**src/fppd_pkg.sv**
```systemverilog
// Package: shared constants, types and helpers of the form parameter percent decoder.
`default_nettype none
package fppd_pkg;

  localparam logic [7:0] CHAR_EQ      = 8'h3d;
  localparam logic [7:0] CHAR_AMP     = 8'h26;
  localparam logic [7:0] CHAR_PERCENT = 8'h25;
  localparam logic [7:0] CHAR_QMARK   = 8'h3f;
  localparam logic [7:0] CHAR_SPACE   = 8'h20;
  localparam logic [7:0] CHAR_NUL     = 8'h00;

  localparam logic [7:0] NAME_CAP_RST  = 8'd32;
  localparam logic [7:0] VALUE_CAP_RST = 8'd64;

  localparam logic [1:0] KIND_NAME  = 2'd0;
  localparam logic [1:0] KIND_VALUE = 2'd1;
  localparam logic [1:0] KIND_NONE  = 2'd2;

  localparam logic [1:0] CFG_NAME_CAP  = 2'd0;
  localparam logic [1:0] CFG_VALUE_CAP = 2'd1;
  localparam logic [1:0] CFG_BODY_MODE = 2'd2;

  typedef enum logic [2:0] {
    ESC_IDLE = 3'b001,
    ESC_HI   = 3'b010,
    ESC_LO   = 3'b100
  } esc_state_e;

  // bit 4 = valid hex digit, bits 3..0 = digit value
  typedef logic [4:0] hex_digit_t;

  function automatic logic is_ws(input logic [7:0] c);
    is_ws = (c == CHAR_SPACE) || ((c >= 8'd9) && (c <= 8'd13));
  endfunction

  function automatic hex_digit_t hex_value(input logic [7:0] c);
    hex_digit_t r;
    r = 5'd0;
    if ((c >= 8'h30) && (c <= 8'h39)) begin
      r = {1'b1, 4'(c - 8'h30)};
    end else if ((c >= 8'h61) && (c <= 8'h66)) begin
      r = {1'b1, 4'(c - 8'h57)};
    end else if ((c >= 8'h41) && (c <= 8'h46)) begin
      r = {1'b1, 4'(c - 8'h37)};
    end
    hex_value = r;
  endfunction

endpackage
`default_nettype wire

```
**src/form_param_percent_decoder.sv**
```systemverilog
// Top level: streaming name=value splitter with percent-escape decoding.
//
//  channel | direction | handshake               | payload
//  in      | sink      | in_valid_i / in_stall_o | in_byte_i, end_of_input_i
//  out     | source    | out_valid_o/out_stall_i | out_byte_o, out_kind_o,
//          |           |                         | param_end_o, name_complete_o
//  cfg     | sink      | cfg_valid_i/cfg_ready_o | cfg_index_i, cfg_data_i
//
// One item per cycle while in_stall_o is low; a result appears in the cycle after its item is accepted.
// Parser state updates and the result register load at the same edge.
// in_stall_o is high only while a held result is stalled downstream.
// Reset loads default capacities, clears escape state and the result valid flag.
// cfg_ready_o is always high.
`default_nettype none
module form_param_percent_decoder (
  input  wire logic       clk_i,
  input  wire logic       rst_ni,
  input  wire logic       in_valid_i,
  output logic            in_stall_o,
  input  wire logic [7:0] in_byte_i,
  input  wire logic       end_of_input_i,
  output logic            out_valid_o,
  input  wire logic       out_stall_i,
  output logic [7:0]      out_byte_o,
  output logic [1:0]      out_kind_o,
  output logic            param_end_o,
  output logic            name_complete_o,
  input  wire logic       cfg_valid_i,
  output logic            cfg_ready_o,
  input  wire logic [1:0] cfg_index_i,
  input  wire logic [7:0] cfg_data_i
);

  logic [7:0] name_cap_q, value_cap_q;
  logic       body_mode_q;

  logic [7:0] name_left_q, name_left_d;
  logic [7:0] value_left_q, value_left_d;
  logic       name_seen_q, name_seen_d;
  fppd_pkg::esc_state_e esc_q, esc_d;
  fppd_pkg::hex_digit_t first_digit_q, first_digit_d;

  logic       out_valid_q;
  logic [7:0] out_byte_q;
  logic [1:0] out_kind_q;
  logic       param_end_q, name_complete_q;

  logic       in_acc, drop, silent, store, end_p, emit, complete;
  logic [7:0] data;
  logic [1:0] kind;
  fppd_pkg::hex_digit_t hx;

  assign in_stall_o  = out_valid_q && out_stall_i;
  assign in_acc      = in_valid_i && !in_stall_o;
  assign cfg_ready_o = 1'b1;
  assign hx          = fppd_pkg::hex_value(in_byte_i);

  always_comb begin
    name_left_d   = name_left_q;
    value_left_d  = value_left_q;
    name_seen_d   = name_seen_q;
    esc_d         = esc_q;
    first_digit_d = first_digit_q;
    drop          = 1'b0;
    silent        = 1'b0;
    store         = 1'b0;
    end_p         = 1'b0;
    data          = 8'd0;
    kind          = fppd_pkg::KIND_NONE;
    complete      = 1'b0;

    if (!end_of_input_i && body_mode_q &&
        (fppd_pkg::is_ws(in_byte_i) || in_byte_i == fppd_pkg::CHAR_QMARK)) begin
      drop = 1'b1;
    end else if (end_of_input_i || in_byte_i == fppd_pkg::CHAR_NUL) begin
      end_p = 1'b1;
    end else begin
      unique case (esc_q)
        fppd_pkg::ESC_HI: begin
          first_digit_d = hx;
          esc_d         = fppd_pkg::ESC_LO;
          silent        = 1'b1;
        end
        fppd_pkg::ESC_LO: begin
          if (first_digit_q[4]) begin
            data = hx[4] ? {first_digit_q[3:0], hx[3:0]} : {4'd0, first_digit_q[3:0]};
          end
          esc_d         = fppd_pkg::ESC_IDLE;
          first_digit_d = 5'd0;
          store         = 1'b1;
        end
        default: begin
          if (in_byte_i == fppd_pkg::CHAR_EQ) begin
            name_left_d = 8'd0;
          end else if (in_byte_i == fppd_pkg::CHAR_AMP || fppd_pkg::is_ws(in_byte_i)) begin
            end_p = name_seen_q;
          end else if (in_byte_i == fppd_pkg::CHAR_PERCENT) begin
            esc_d  = fppd_pkg::ESC_HI;
            silent = 1'b1;
          end else begin
            data  = in_byte_i;
            store = 1'b1;
          end
        end
      endcase
    end

    if (store) begin
      if (name_left_q != 8'd0) begin
        kind        = fppd_pkg::KIND_NAME;
        name_seen_d = 1'b1;
        name_left_d = name_left_q - 8'd1;
      end else begin
        kind = fppd_pkg::KIND_VALUE;
        if (value_left_q != 8'd0) begin
          value_left_d = value_left_q - 8'd1;
        end
      end
    end

    if (!drop && !silent && !end_p && value_left_d == 8'd0) begin
      end_p = 1'b1;
    end

    if (end_p) begin
      complete      = (name_left_d == 8'd0);
      name_left_d   = name_cap_q;
      value_left_d  = value_cap_q;
      name_seen_d   = 1'b0;
      esc_d         = fppd_pkg::ESC_IDLE;
      first_digit_d = 5'd0;
    end

    emit = !drop && !silent && (store || end_p);
  end

  always_ff @(posedge clk_i or negedge rst_ni) begin
    if (!rst_ni) begin
      name_cap_q  <= fppd_pkg::NAME_CAP_RST;
      value_cap_q <= fppd_pkg::VALUE_CAP_RST;
      body_mode_q <= 1'b0;
    end else if (cfg_valid_i && cfg_ready_o) begin
      case (cfg_index_i)
        fppd_pkg::CFG_NAME_CAP:  name_cap_q  <= cfg_data_i;
        fppd_pkg::CFG_VALUE_CAP: value_cap_q <= cfg_data_i;
        fppd_pkg::CFG_BODY_MODE: body_mode_q <= cfg_data_i[0];
        default: ;
      endcase
    end
  end

  always_ff @(posedge clk_i or negedge rst_ni) begin
    if (!rst_ni) begin
      name_left_q   <= fppd_pkg::NAME_CAP_RST;
      value_left_q  <= fppd_pkg::VALUE_CAP_RST;
      name_seen_q   <= 1'b0;
      esc_q         <= fppd_pkg::ESC_IDLE;
      first_digit_q <= 5'd0;
    end else if (in_acc) begin
      name_left_q   <= name_left_d;
      value_left_q  <= value_left_d;
      name_seen_q   <= name_seen_d;
      esc_q         <= esc_d;
      first_digit_q <= first_digit_d;
    end
  end

  always_ff @(posedge clk_i or negedge rst_ni) begin
    if (!rst_ni) begin
      out_valid_q <= 1'b0;
    end else if (in_acc) begin
      out_valid_q <= emit;
    end else if (!out_stall_i) begin
      out_valid_q <= 1'b0;
    end
  end

  always_ff @(posedge clk_i) begin
    if (in_acc && emit) begin
      out_byte_q      <= data;
      out_kind_q      <= kind;
      param_end_q     <= end_p;
      name_complete_q <= complete;
    end
  end

  assign out_valid_o     = out_valid_q;
  assign out_byte_o      = out_byte_q;
  assign out_kind_o      = out_kind_q;
  assign param_end_o     = param_end_q;
  assign name_complete_o = name_complete_q;

  a_result_meaningful: assert property (@(posedge clk_i) disable iff (!rst_ni)
    out_valid_q |-> (out_kind_q != fppd_pkg::KIND_NONE) || param_end_q)
    else $error("result with neither byte nor parameter end");

  a_complete_with_end: assert property (@(posedge clk_i) disable iff (!rst_ni)
    out_valid_q && name_complete_q |-> param_end_q)
    else $error("name_complete without param_end");

  a_kind_legal: assert property (@(posedge clk_i) disable iff (!rst_ni)
    out_valid_q |-> out_kind_q != 2'd3)
    else $error("illegal out_kind");

  a_restart: assert property (@(posedge clk_i) disable iff (!rst_ni)
    in_acc && emit && end_p |=> esc_q == fppd_pkg::ESC_IDLE && !name_seen_q &&
      first_digit_q == 5'd0)
    else $error("state not restarted after parameter end");

  a_escape_silent: assert property (@(posedge clk_i) disable iff (!rst_ni)
    in_acc && esc_q == fppd_pkg::ESC_HI && !end_of_input_i && in_byte_i != 8'd0 &&
      !drop |-> !emit)
    else $error("first escape digit produced a result");

endmodule
`default_nettype wire

```
**config.mk**
```make
export PLATFORM = sky130hd
export DESIGN_NAME = form_param_percent_decoder
export DESIGN_NICKNAME = d
export VERILOG_FILES = /design/src/fppd_pkg.sv /design/src/form_param_percent_decoder.sv
export SDC_FILE = /design/constraint.sdc
export NUM_CORES = 1
export LEC_CHECK = 0
export BUFFER_PORTS_ARGS = -buffer_cell sky130_fd_sc_hd__buf_2
export CORE_MARGIN = 8
export CORE_UTILIZATION = 40
export DETAILED_ROUTE_END_ITERATION = 16
export GPL_TIMING_DRIVEN = 1
export PLACE_DENSITY = 0.68
export SYNTH_ARGS = -nofsm -noshare
export SYNTH_HDL_FRONTEND = slang
export SYNTH_SLANG_ARGS = --single-unit
export TNS_END_PERCENT = 100
```
**constraint.sdc**
```tcl
create_clock -name clk_i -period 7.43 [get_ports clk_i]
set_input_delay 1.1145 -clock clk_i [delete_from_list [all_inputs] [get_ports clk_i]]
set_output_delay 1.1145 -clock clk_i [all_outputs]
set_load 0.005 [all_outputs]
```
Word level (Yosys, flattened, before mapping)
Index checks and enable logic that the tools add are counted.
W data, S select, Z words.
{"block": "classes", "add_sub_neg": 5, "multipliers": 0, "div_mod_pow": 0, "n_lt_le_gt_ge": 8, "eq_ne": 14, "shifts": 0, "n_mux": 56, "bitwise": 0, "n_reduce_logical": 41}
{"cell": "$mux W8", "n": 16}
{"cell": "$eq A8 B6 Y1 const B", "n": 5}
{"cell": "$mux W5", "n": 6}
{"cell": "$logic_not A8 Y1", "n": 3}
{"cell": "$mux W1", "n": 23}
{"cell": "$mux W3", "n": 6}
{"cell": "$ge A8 B7 Y1 const B", "n": 2}
{"cell": "$le A8 B7 Y1 const B", "n": 2}
{"cell": "$pmux W8 S2", "n": 1}
{"cell": "$reduce_bool A8 Y1", "n": 2}
{"cell": "$sub A8 B1 Y8 const B", "n": 2}
{"cell": "$logic_and A1 B1 Y1", "n": 13}
{"cell": "$pmux W5 S2", "n": 1}
{"cell": "$ge A8 B4 Y1 const B", "n": 1}
{"cell": "$ge A8 B6 Y1 const B", "n": 1}
{"cell": "$le A8 B4 Y1 const B", "n": 1}
{"cell": "$le A8 B6 Y1 const B", "n": 1}
{"cell": "$ne A4 B2 Y1 const B", "n": 2}
{"cell": "$sub A4 B3 Y4 const B", "n": 2}
{"cell": "$pmux W3 S2", "n": 1}
{"cell": "$reduce_and A2 Y1", "n": 3}
{"cell": "$reduce_and A6 Y1", "n": 1}
{"cell": "$logic_not A1 Y1", "n": 5}
{"cell": "$logic_or A1 B1 Y1", "n": 5}
{"cell": "15 further kinds", "n": 19}
{"block": "totals", "reg_bits": 55, "latchBits": 0, "mem_bits_rw": 0, "romBits": 0, "in_bits": 24, "output_inout_bits": 15, "mem_count": 0}

Logic depth before layout (Yosys ltp)
Gate-level depths: netlist of run 1.
{"block": "depth", "depth_word": 17, "mapped_depth": 13, "ltp_nobuf": 12}

Worst setup path before layout of run 1
Ideal clock, no wire load.
{"block": "synth_path", "path_kind": "input port to flip-flop", "startpoint": "input in_byte_i[1]", "endpoint": "register name_complete_q (netlist: name_complete_o) (enable)", "setup_ps": 385, "t_arrival_ps": 3961, "required_ps": 7045, "slack_ps": 3084, "cell_stages": 11, "path_buffers": 2, "path_cell_list": "inv_1 > ha_1 > clkbuf_1 > o211ai_1 > a31oi_1 > o31a_2 > nor4_2 > mux2_2 > o31a_2 > buf_6 > a21oi_1"}
{"block": "synth_via", "elab_chain_cells": 17}
{"element": "from (decl)", "line": "form_param_percent_decoder.sv:20", "text": "input wire logic [7:0] in_byte_i,"}
{"element": "branches (longest 15 deep; another with $ge A8 B4 Y1)"}
{"element": "$logic_and A1 B1 Y1 *", "line": "form_param_percent_decoder.sv:134", "text": "emit = !drop && !silent && (store || end_p);"}
{"element": "$logic_and A1 B1 Y1 *", "line": "form_param_percent_decoder.sv:179", "text": "if (in_acc && emit) begin"}
{"element": "to (signal assigned)", "line": "form_param_percent_decoder.sv:183", "text": "name_complete_q <= complete;"}
{"element": "to (decl)", "line": "form_param_percent_decoder.sv:46", "text": "logic param_end_q, name_complete_q;"}
Mark *: on every way between the ends.
A chain may end at the register's enable or synchronous reset.

Worst setup path in the final report of run 1
{"block": "layout_path", "startpoint": "input in_byte_i[1]", "endpoint": "register out_byte_q[1] (netlist: out_byte_o[1]) (enable)"}
{"block": "layout_via", "elab_chain_cells": 17}
{"element": "branches (longest 15 deep; another with $ge A8 B4 Y1)"}
{"element": "$logic_and A1 B1 Y1 *", "line": "form_param_percent_decoder.sv:134"}
{"element": "$logic_and A1 B1 Y1 *", "line": "form_param_percent_decoder.sv:179"}
{"element": "to (signal assigned)", "line": "form_param_percent_decoder.sv:180", "text": "out_byte_q <= data;"}
{"element": "to (decl)", "line": "form_param_percent_decoder.sv:44", "text": "logic [7:0] out_byte_q;"}
Marked as above.

==> reports/qor.yml, run 1 <==
run_status:
  status: "finished clean"
floorplan:
  coreArea_um2: 8640
  die_area_um2: 12100
  rows: 34
  fp.dieH_um: 110
  start_util_pct: 40.7
  pin_count: 39
  die-width_um: 110
timing:
  worst_slack_ps: 2860
  setup_tns_ps: 0
  setup_viol: 0
  max_slew_margin_pct: 25.6
  report.final.slew_viol_count: 0
  timing.fmax_mhz: 219
  worst_pin_slew_ps: 1120
  rsz0062_at_grt: "false"
  finalHoldViolCount: 0
  worst_hold_slack_ps: 511
  finalCriticalPeriod_ps: 4570
  fin_crit_sh_pct: 61.5
  fin_skew_ps: 5.53
synth:
  synth_edf_count: 12
  synth_nets: 393
  synth_async_sr_flop_share_pct: 78.2
  syn_inst: 361
  ys_seq_elements: 55
  synth_ff_type: "dfrtp_1"
  yosysUniqueCellTypes: 79
  yosysWarnings: 0
  synth-seq-area-share_pct: 41.0
  synth_area_um2: 3520
  syn_avg_cell_area_um2: 9.75
clock_network:
  clk_latency_ps: 300
  path_clk_slew_ps: 100
  root_buffer: "clkbuf_8"
  cts_tree: "built"
  cts_resized: 0
  post_cts_buffers: 0
  cts_htree_levels: 2
  cts_buffers: 5
  cts.sinks: 55
  clock_path_buffers: 2
  cts_hold_buf: 0
critical_path:
  end_kind: "register"
  start_kind: "input port"
  r2r_slack_ps: 3370
  critPathMaxFanout: 12
  critical_path_class: "in2reg"
  worstPathArrival_ps: 4500
  required_ps: 7360
placement:
  post-place-ws_ps: 2540
  io_buffers: 37
  hpwl_um: 6500
  place.gp.congestion: 0.895
final_layout:
  multi_input_area_um2: 1920
  final.fill_count: 839
  n_antenna_cell: 0
  seqCellArea_um2: 1440
  nNetsFinal: 422
  area_delta_synth_final_pct: 9.14
  drive_above_1_share_pct: 22.8
  fin_util_pct: 44.5
pwr:
  pwr_density_cell_nw_per_um2: 233
  switching_share_pct: 34.9
  power.leakage_nw: 1.56
  fin_total_pwr_uw: 896
  pwr-share-seq_pct: 49.2
  peakVddDrop_mv: 0.156
  p_comb_share_pct: 30.6
  p_sw_uw: 312
  p_int_uw: 584
  p_clk_share_pct: 20.2
detailed_routing:
  wire_per_inst_um: 17.3
  num_vias: 2990
  drc: 0
  viasPerCell: 5.99
  dr.pass1.iters: 6
  drt-total-wl_um: 8620
  antenna_left: 0
  drtIter0Drc: 395
flow_run:
  maxCapViolCount: 0
min_path:
  hold_path_class: "reg2reg"
grt:
  antenna_found_initial: 0
  grt-ovfl-total: 0
  grt_pass1_vias: 2895
  grt_pass1_wl_um: 14500
  grt_max_degree: 44
  grt_use_total_pct: 14.8
sequential cells by signal (all words and copies together), names as in the netlist, 2 cells and up:
signal	count
name_cap_q	8
esc_q	3
value_left_q	8
out_byte_o	8
name_left_q	8
out_kind_o	2
first_digit_q	5
value_cap_q	8
final timing paths:
| path | startpoint | depth (start not counted) | endpoint |
|---|---|---|---|
| max in group asynchronous | rst_ni | 1 | value_left_q[3] |
| worst max register to register | name_left_q[0] | 10 | out_byte_o[1] |
| worst min-delay path | first_digit_q[4] | 1 | first_digit_q[4] |
| worst max-delay path | in_byte_i[1] | 10 | out_byte_o[1] |
| worst min register to register | first_digit_q[4] | 1 | first_digit_q[4] |
| min in group asynchronous | rst_ni | 1 | name_cap_q[2] |
final cells by class:
type | instances | share of cell area (%)
tap | 108 | 3.52
inverter | 15 | 1.47
sequential | 55 | 37.6
multi-input combinational | 276 | 50.0
timing repair buffer | 37 | 4.82
clock buffer | 8 | 2.64
Yosys cell counts, types with 3 or more instances:
library cell	count	area, µm²
a211oi_1	6	45.0
a21o_1	4	30.0
a21oi_1	15	75.1
a221o_1	9	90.1
a22oi_1	5	37.5
a31oi_1	5	31.3
and3_1	3	18.8
buf_2	4	20.0
clkbuf_1	6	22.5
dfrtp_1	38	951
dfstp_2	5	131
edfxtp_1	12	360
ha_1	8	100
inv_1	14	52.6
mux2_2	19	214
mux2i_1	4	40.0
nand2_1	20	75.1
nand2b_1	4	25.0
nand3_1	8	40.0
nand3b_1	4	30.0
nand4_1	3	18.8
nor2_1	40	150
nor3_1	16	80.1
nor4_1	5	31.3
o211ai_1	4	30.0
o21a_1	3	22.5
o21ai_0	18	90.1
o2bb2ai_1	4	35.0
or3_1	5	31.3
xnor2_1	5	43.8
per-layer routing:
layer / global-route usage [%] / share of wire [%] / vias up / wire, µm
li1: - / - / 1429 / -
met1: 20.1 / 46 / 1421 / 3960
met2: 23.5 / 46 / 122 / 3970
met3: 2.70 / 6.6 / 18 / 568
met4: 3.95 / 1.3 / 0 / 113
met5: 0 / 0 / - / 0
power by group through the flow:
| stage | combinational (mW) | sequential, mW | clock (mW) |
|---|---|---|---|
| 2_1_floorplan | 0.230 | 0.413 | 0 |
| 5_1_grt | 0.311 | 0.450 | 0.199 |
| 6_report | 0.274 | 0.441 | 0.181 |
| 3_3_place_gp | 0.269 | 0.443 | 0 |
| 3_5_place_dp | 0.271 | 0.444 | 0 |
| 4_1_cts | 0.273 | 0.438 | 0.188 |
per-stage QoR:
stage / cells / area (µm²)
global route: 499 / 3840
detailed placement: 491 / 3740
global placement: 491 / 3740
CTS: 499 / 3840
finish: 499 / 3840
floorplan: 361 / 3520
worst max-delay path, stage by stage:
cell and delay (ps):
buf_2 150, inv_1 100, ha_1 290, o211ai_1 240, a31oi_1 210, o31ai_2 480
nand3_1 300, mux2i_1 230, o31a_2 470, a21oi_1 910
layout by cell type (no fill, tap or decap), types with 4 or more instances in the layout:
cell type	synthesis	layout
nand2b_1	4	4
nor3_1	16	16
ha_1	8	8
or3_1	5	5
a21oi_1	15	15
edfxtp_1	12	12
xnor2_1	5	5
buf_2	4	37
mux2i_1	4	4
a31oi_1	5	5
a221o_1	9	9
a22oi_1	5	5
dfstp_2	5	5
o211ai_1	4	4
a21o_1	4	4
nand2_1	20	20
nor2_1	40	40
o21ai_0	18	18
clkbuf_8	2	5
nand3_1	8	8
o2bb2ai_1	4	4
nand3b_1	4	4
nor4_1	5	5
a211oi_1	6	6
inv_1	14	14
dfrtp_1	38	38
mux2_2	19	19
cell families after synthesis:
| kind of cell | synth area share, % |
|---|---|
| compound gates | 21.6 |
| fa+ha+maj | 2.85 |
| buf+inv | 4.45 |
| flops | 41.0 |
| other cells | 0.107 |
| simple gates | 21.1 |
| mux | 7.22 |
| xor+xnor | 1.74 |
Power figures use the tool's default switching activity.
==> inputs of run 2 (changes only) <==
ABC_AREA = 1   (was unset)
clock period = 4.3 ns   (was 7.43 ns; I/O delays follow)
==> run 2 against run 1 <==
Compared with the run above: combinational power grew to 3.5 times the previous value; sequential share of layout area shrank 2.1 points; critical path depth is 6 higher; first-iteration DRC count is 50% lower; global-route usage is 0.49 points lower; highest routed layer unchanged; worst setup slack lost 2000 ps; synthesized cell count grew 47%; area after synthesis rose by 5.0%; design area grew 5.9%; largest cell class unchanged; sequential power rose by 80%; non-clock buffer count is 4 higher; register-to-register slack worse by 2400 ps.
==> reports/qor.yml, run 2 <==
run_status:
  status: "finished clean"
critical_path:
  critical_path_class: "in2reg"
  r2r_slack_ps: 990
  cp_slowest_cell: "inv_1"
  r2r_cells: 12
  critPathMaxFanout: 12
  crit_path_cell_trace: "buf_2 -> inv_1 -> ha_1 -> nor2_1 -> a21oi_1 -> nand2_1 -> nand3_1 -> a21oi_2 -> nand2_2 -> inv_1 -> o21ai_0 -> nor3_1 -> nand2_2 -> nand2_4 -> o21ai_1 -> inv_1"
  crit_top_cell: "inv_1"
  max_stage_delay_ps: 360
  worstPathArrival_ps: 3420
  regToRegEndpoint: "out_byte_o[4]"
  timing.rr.start: "esc_q[0]"
  end_kind: "register"
  required_ps: 4260
  start_kind: "input port"
clock_network:
  cts_htree_levels: 2
  cts_resized: 0
  cts_buffers: 5
  root_buffer: "clkbuf_8"
  cts.sinks: 55
  post_cts_buffers: 0
  cts_tree: "built"
  clock_path_buffers: 2
  cts_hold_buf: 0
  clk_latency_ps: 320
  path_clk_slew_ps: 110
detailed_routing:
  wl_met3_um: 355
  drtIter0Drc: 196
  route.met2.wl_um: 4250
  drt-total-wl_um: 8840
  num_vias: 3501
  dr.pass1.iters: 4
  top_layer_used: "met4"
  antenna_left: 0
  routedLengthMet1_um: 4130
  drc: 0
  viasPerCell: 5.17
  wire_per_inst_um: 13.1
grt:
  grt_pass1_vias: 3421
  antenna_found_initial: 0
  grt_use_total_pct: 14.3
  grt_max_degree: 44
  grt_pass1_wl_um: 15300
  grt-ovfl-total: 0
pwr:
  pwr_density_cell_nw_per_um2: 506
  switching_share_pct: 43.9
  power.leakage_nw: 2.07
  p_int_mw: 1.15
  p_sw_uw: 904
  pwr-share-seq_pct: 38.5
  peakVddDrop_mv: 0.179
  p_comb_share_pct: 46.1
  p_clk_share_pct: 15.4
timing:
  fin_skew_ps: 16.1
  finalHoldViolCount: 0
  finalCriticalPeriod_ps: 3450
  worst_pin_slew_ps: 976
  timing.fmax_mhz: 290
  max_slew_margin_pct: 35.0
  setup_tns_ps: 0
  rsz0062_at_grt: "false"
  fin_crit_sh_pct: 80.3
  setup_viol: 0
  worst_slack_ps: 848
  worst_hold_slack_ps: 475
  report.final.slew_viol_count: 0
synth:
  synth_area_um2: 3690
  synth_async_sr_flop_share_pct: 78.2
  synth_edf_count: 12
  synth.area.top_cells: "dfrtp_1 (26%), nand2_1 (15%), edfxtp_1 (9.8%), inv_1 (8.1%), nand3_1 (7.0%)"
  synth_largest_area_cell: "dfrtp_1"
  ys_seq_elements: 55
  syn_avg_cell_area_um2: 6.96
  yosysUniqueCellTypes: 37
  yosysTopAreaCellShare_pct: 25.7
  synth-seq-area-share_pct: 39.0
  synth_ff_type: "dfrtp_1"
  synth_most_common_cell: "nand2_1"
  netlist_top_cells_count: "nand2_1 (144), inv_1 (80), nand3_1 (52)"
  synth_nets: 563
  yosysWarnings: 0
  syn_inst: 531
floorplan:
  die_area_um2: 12600
  start_util_pct: 40.6
  coreArea_um2: 9110
  fp.dieH_um: 112
  die-width_um: 112
  pin_count: 39
  rows: 35
final_layout:
  area_delta_synth_final_pct: 10.1
  final.fill_count: 935
  n_antenna_cell: 0
  final_cell_mix: "nand2_1 (144), inv_1 (80), nand3_1 (52), nor2_1 (49), o21ai_0 (39)"
  seqCellArea_um2: 1440
  nNetsFinal: 597
  multi_input_area_um2: 1860
  drive_above_1_share_pct: 11.7
  final_common_cell: "nand2_1"
min_path:
  hold_path_class: "in2async"
placement:
  post-place-ws_ps: 537
  place.gp.congestion: 0.897
  hpwl_um: 6790
  io_buffers: 37
flow_run:
  maxCapViolCount: 0
==> run 2: changes by cell type after synthesis, sizes merged, moves of 13 or more <==
cell   change
nor3      -13
o21ai     +37
nand3     +44
mux2      -19
nand4     +13
inv       +65
nand2    +128
==> run 2: layout make-up <==
| type | instances | share of cell area [%] |
|---|---|---|
| Clock buffer | 6 | 2.03 |
| Clock inverter | 2 | 0.492 |
| Inverter | 82 | 7.57 |
| Multi-Input combinational cell | 380 | 45.7 |
| Sequential cell | 55 | 35.5 |
| Tap cell | 111 | 3.42 |
| Timing Repair Buffer | 41 | 5.29 |
==> run 2: kinds of logic (layout without fill, tap and decap cells) <==
family	count (synthesis)	count (layout)	share of synthesized area, %
adders and majority gates	8	8	2.71
xor gates and xnor gates	12	12	2.84
AOI/OAI and AO/OA	86	86	13.1
and+or+nand+nor	273	273	31.5
other	1	1	0.101
buffers and inverters	96	131	10.7
DFF	55	55	39.0
==> run 2: metal layers <==
metal / track usage, % / vias up
met5: 0 / -
met4: 3.69 / 0
met3: 2.68 / 11
met2: 24.4 / 73
met1: 18.0 / 1639
li1: - / 1778
==> run 2: how the worst max path moves through the flow <==
stage | slack [ps] | start | end
3_3_place_gp | 700 | in_byte_i[1] | out_byte_o[1]
6_report | 850 | in_byte_i[1] | out_byte_o[4]
2_1_floorplan | 1150 | in_byte_i[1] | name_complete_o
5_1_grt | 410 | in_byte_i[1] | name_complete_o
3_5_place_dp | 540 | in_byte_i[1] | out_byte_o[5]
4_1_cts | 860 | in_byte_i[1] | out_byte_o[5]
==> run 2: worst max-delay path: cells and delay by family <==
family | cells | cell delay, ps
fa+ha+maj | 1 | 260
buf+inv | 4 | 770
simple gates | 7 | 1090
compound gates | 4 | 630
==> run 2: power groups by stage <==
| stage | combinational, mW | sequential, mW | clock [mW] |
|---|---|---|---|
| after CTS | 0.949 | 0.792 | 0.328 |
| after global routing | 1.09 | 0.812 | 0.348 |
| after detailed placement | 0.942 | 0.802 | 0 |
| after global placement | 0.925 | 0.798 | 0 |
| final | 0.948 | 0.792 | 0.317 |
| after floorplan | 0.735 | 0.775 | 0 |
==> run 2: through the flow <==
step | cell area [µm²] | power (mW) | util, % | cells
after floorplan | 3690 | 1.51 | - | 531
after global placement | 3960 | 1.72 | 43.5 | 669
after detailed placement | 3960 | 1.74 | 43.5 | 669
after CTS | 4070 | 2.07 | 44.6 | 677
after global routing | 4070 | 2.25 | 44.6 | 677
final | 4070 | 2.06 | 44.6 | 677
==> inputs of run 3 (changes only) <==
clock period = 3.4 ns   (was 4.3 ns; I/O delays follow)
==> run 3 against run 2 <==
Compared with the run above: design area grew 1.3%; clock-buffer cell count decreased by 1; total power rose by 28%; flip-flop and latch count unchanged; clock skew fell by 9.7 ps; sequential share of layout area decreased by 0.45 points; worst hold slack got worse by 150 ps; first-iteration DRC count rose by 8.2%; core utilization increased by 0.58 points; clock power rose by 26%; global-route usage rose by 0.99 points; critical path type unchanged; largest cell class unchanged.
==> reports/qor.yml, run 3 (synthesis gave the netlist of run 2 again) <==
run_status:
  status: "finished clean"
grt:
  grt_max_degree: 44
  use_met2_pct: 26.6
  antenna_found_initial: 0
  grt-ovfl-total: 0
  grt_pass1_vias: 3598
  grt_use_met1_pct: 18.5
  grt_use_total_pct: 15.3
  met3_usage_pct: 3.06
  grt-busiest-layer: "met2"
  grt_pass1_wl_um: 16200
final_layout:
  drive_above_1_share_pct: 12.7
  final_cell_mix: "nand2_1 (144), inv_1 (80), nand3_1 (52), nor2_1 (49), o21ai_0 (39)"
  final.fill_count: 938
  final_common_cell: "nand2_1"
  n_antenna_cell: 0
  area_delta_synth_final_pct: 11.5
  fin_util_pct: 45.2
  nNetsFinal: 604
critical_path:
  crit_top_cell: "inv_1"
  worstPathArrival_ps: 3000
  critPathLaunch: "in_byte_i[1]"
  required_ps: 3380
  timing.rr.start: "esc_q[0]"
  max_stage_delay_ps: 370
  start_kind: "input port"
  crit_path_cell_trace: "buf_2 -> inv_1 -> ha_1 -> nor2_1 -> a21oi_1 -> nand2_1 -> nand3_1 -> a21oi_2 -> nand2_2 -> inv_1 -> o21ai_0 -> nor3_1 -> nand2_2 -> nand2_4 -> o21ai_1 -> inv_1"
  critPathMaxFanout: 12
  critical_path_class: "in2reg"
  critPathTopFamily: "simple AND/OR/NAND/NOR gates"
  cp_num_buf_inv: 4
  end_kind: "register"
  cp_slowest_cell: "inv_1"
timing:
  worst_pin_slew_ps: 956
  fin_crit_sh_pct: 88.9
  finalCriticalPeriod_ps: 3020
  report.final.slew_viol_count: 0
  setup_tns_ps: 0
  timing.fmax_mhz: 331
  setup_viol: 0
  max_slew_margin_pct: 36.3
  rsz0062_at_grt: "false"
  finalHoldViolCount: 0
  fin_skew_ps: 6.37
clock_network:
  path_clk_slew_ps: 110
  clk_latency_ps: 320
  cts_buffers: 5
  cts_resized: 0
  cts_tree: "built"
  cts.sinks: 55
  cts_htree_levels: 2
  cts_hold_buf: 0
  clock_path_buffers: 2
  post_cts_buffers: 0
  root_buffer: "clkbuf_8"
min_path:
  hold_path_class: "in2async"
pwr:
  peakVddDrop_mv: 0.258
  p_clk_share_pct: 15.2
  p_comb_share_pct: 46.7
  pwr_density_cell_nw_per_um2: 639
  pwr-share-seq_pct: 38.1
  switching_share_pct: 44.4
  p_int_mw: 1.46
  power.leakage_nw: 2.10
  p_sw_mw: 1.17
floorplan:
  rows: 35
  fp.dieH_um: 112
  die-width_um: 112
  start_util_pct: 40.6
  die_area_um2: 12600
  coreArea_um2: 9110
  pin_count: 39
detailed_routing:
  drt-total-wl_um: 9190
  drc: 0
  antenna_left: 0
  num_vias: 3528
  wire_per_inst_um: 13.4
  dr.pass1.iters: 4
  drtIter0Drc: 212
  viasPerCell: 5.16
placement:
  io_buffers: 37
  place.gp.congestion: 0.903
  hpwl_um: 7150
flow_run:
  maxCapViolCount: 0
## run 3: cell count changes in the layout (fill, tap and decap cells not counted), sizes merged
cell	delta
buf	+7
clkbuf	-1
clkinv	+1
## run 3: metrics by stage
step | hold slack (ps) | power, mW | area [µm²] | std cells | setup WS, ps
global placement | 457 | 2.21 | 4020 | 676 | 176
finish | 325 | 2.63 | 4120 | 684 | 376
CTS | 355 | 2.65 | 4120 | 684 | 356
detailed placement | 467 | 2.24 | 4020 | 676 | 12.3
floorplan | 214 | 1.91 | 3690 | 531 | 385
global route | 399 | 2.89 | 4120 | 684 | 81.4
## run 3: metal layers
metal | share of wire (%) | vias to the layer above
li1 | - | 1795
met1 | 45 | 1635
met2 | 49 | 86
met3 | 4.5 | 12
met4 | 1.5 | 0
met5 | 0 | -
## run 3: path summary, 6_finish.rpt
path                                  end  slack (ps)  depth (start not counted)
setup reg to reg            out_byte_o[7]         410                         12
hold / removal             value_cap_q[7]         330                          1
setup / recovery            out_byte_o[7]         380                         16
max in group asynchronous        esc_q[1]        2480                          1
min in group clk_i         value_cap_q[6]         410                          3
hold reg to reg                  esc_q[0]         490                          2
## run 3: power groups by stage
stage               combinational, mW  sequential (mW)  clock, mW
floorplan                       0.930            0.980          0
global placement                 1.20             1.01          0
detailed placement               1.22             1.01          0
CTS                              1.23             1.00      0.419
global route                     1.41             1.03      0.442
finish                           1.23             1.00      0.401
## run 3: cell type report
class | instances | area [µm²] | area share (%)
clock buffer | 5 | 68.8 | 1.67
clock inverter | 3 | 33.8 | 0.820
timing repair buffer | 48 | 268 | 6.50
inverter | 82 | 308 | 7.47
sequential | 55 | 1440 | 35.0
multi-input combinational | 380 | 1860 | 45.1
tap | 111 | 139 | 3.37
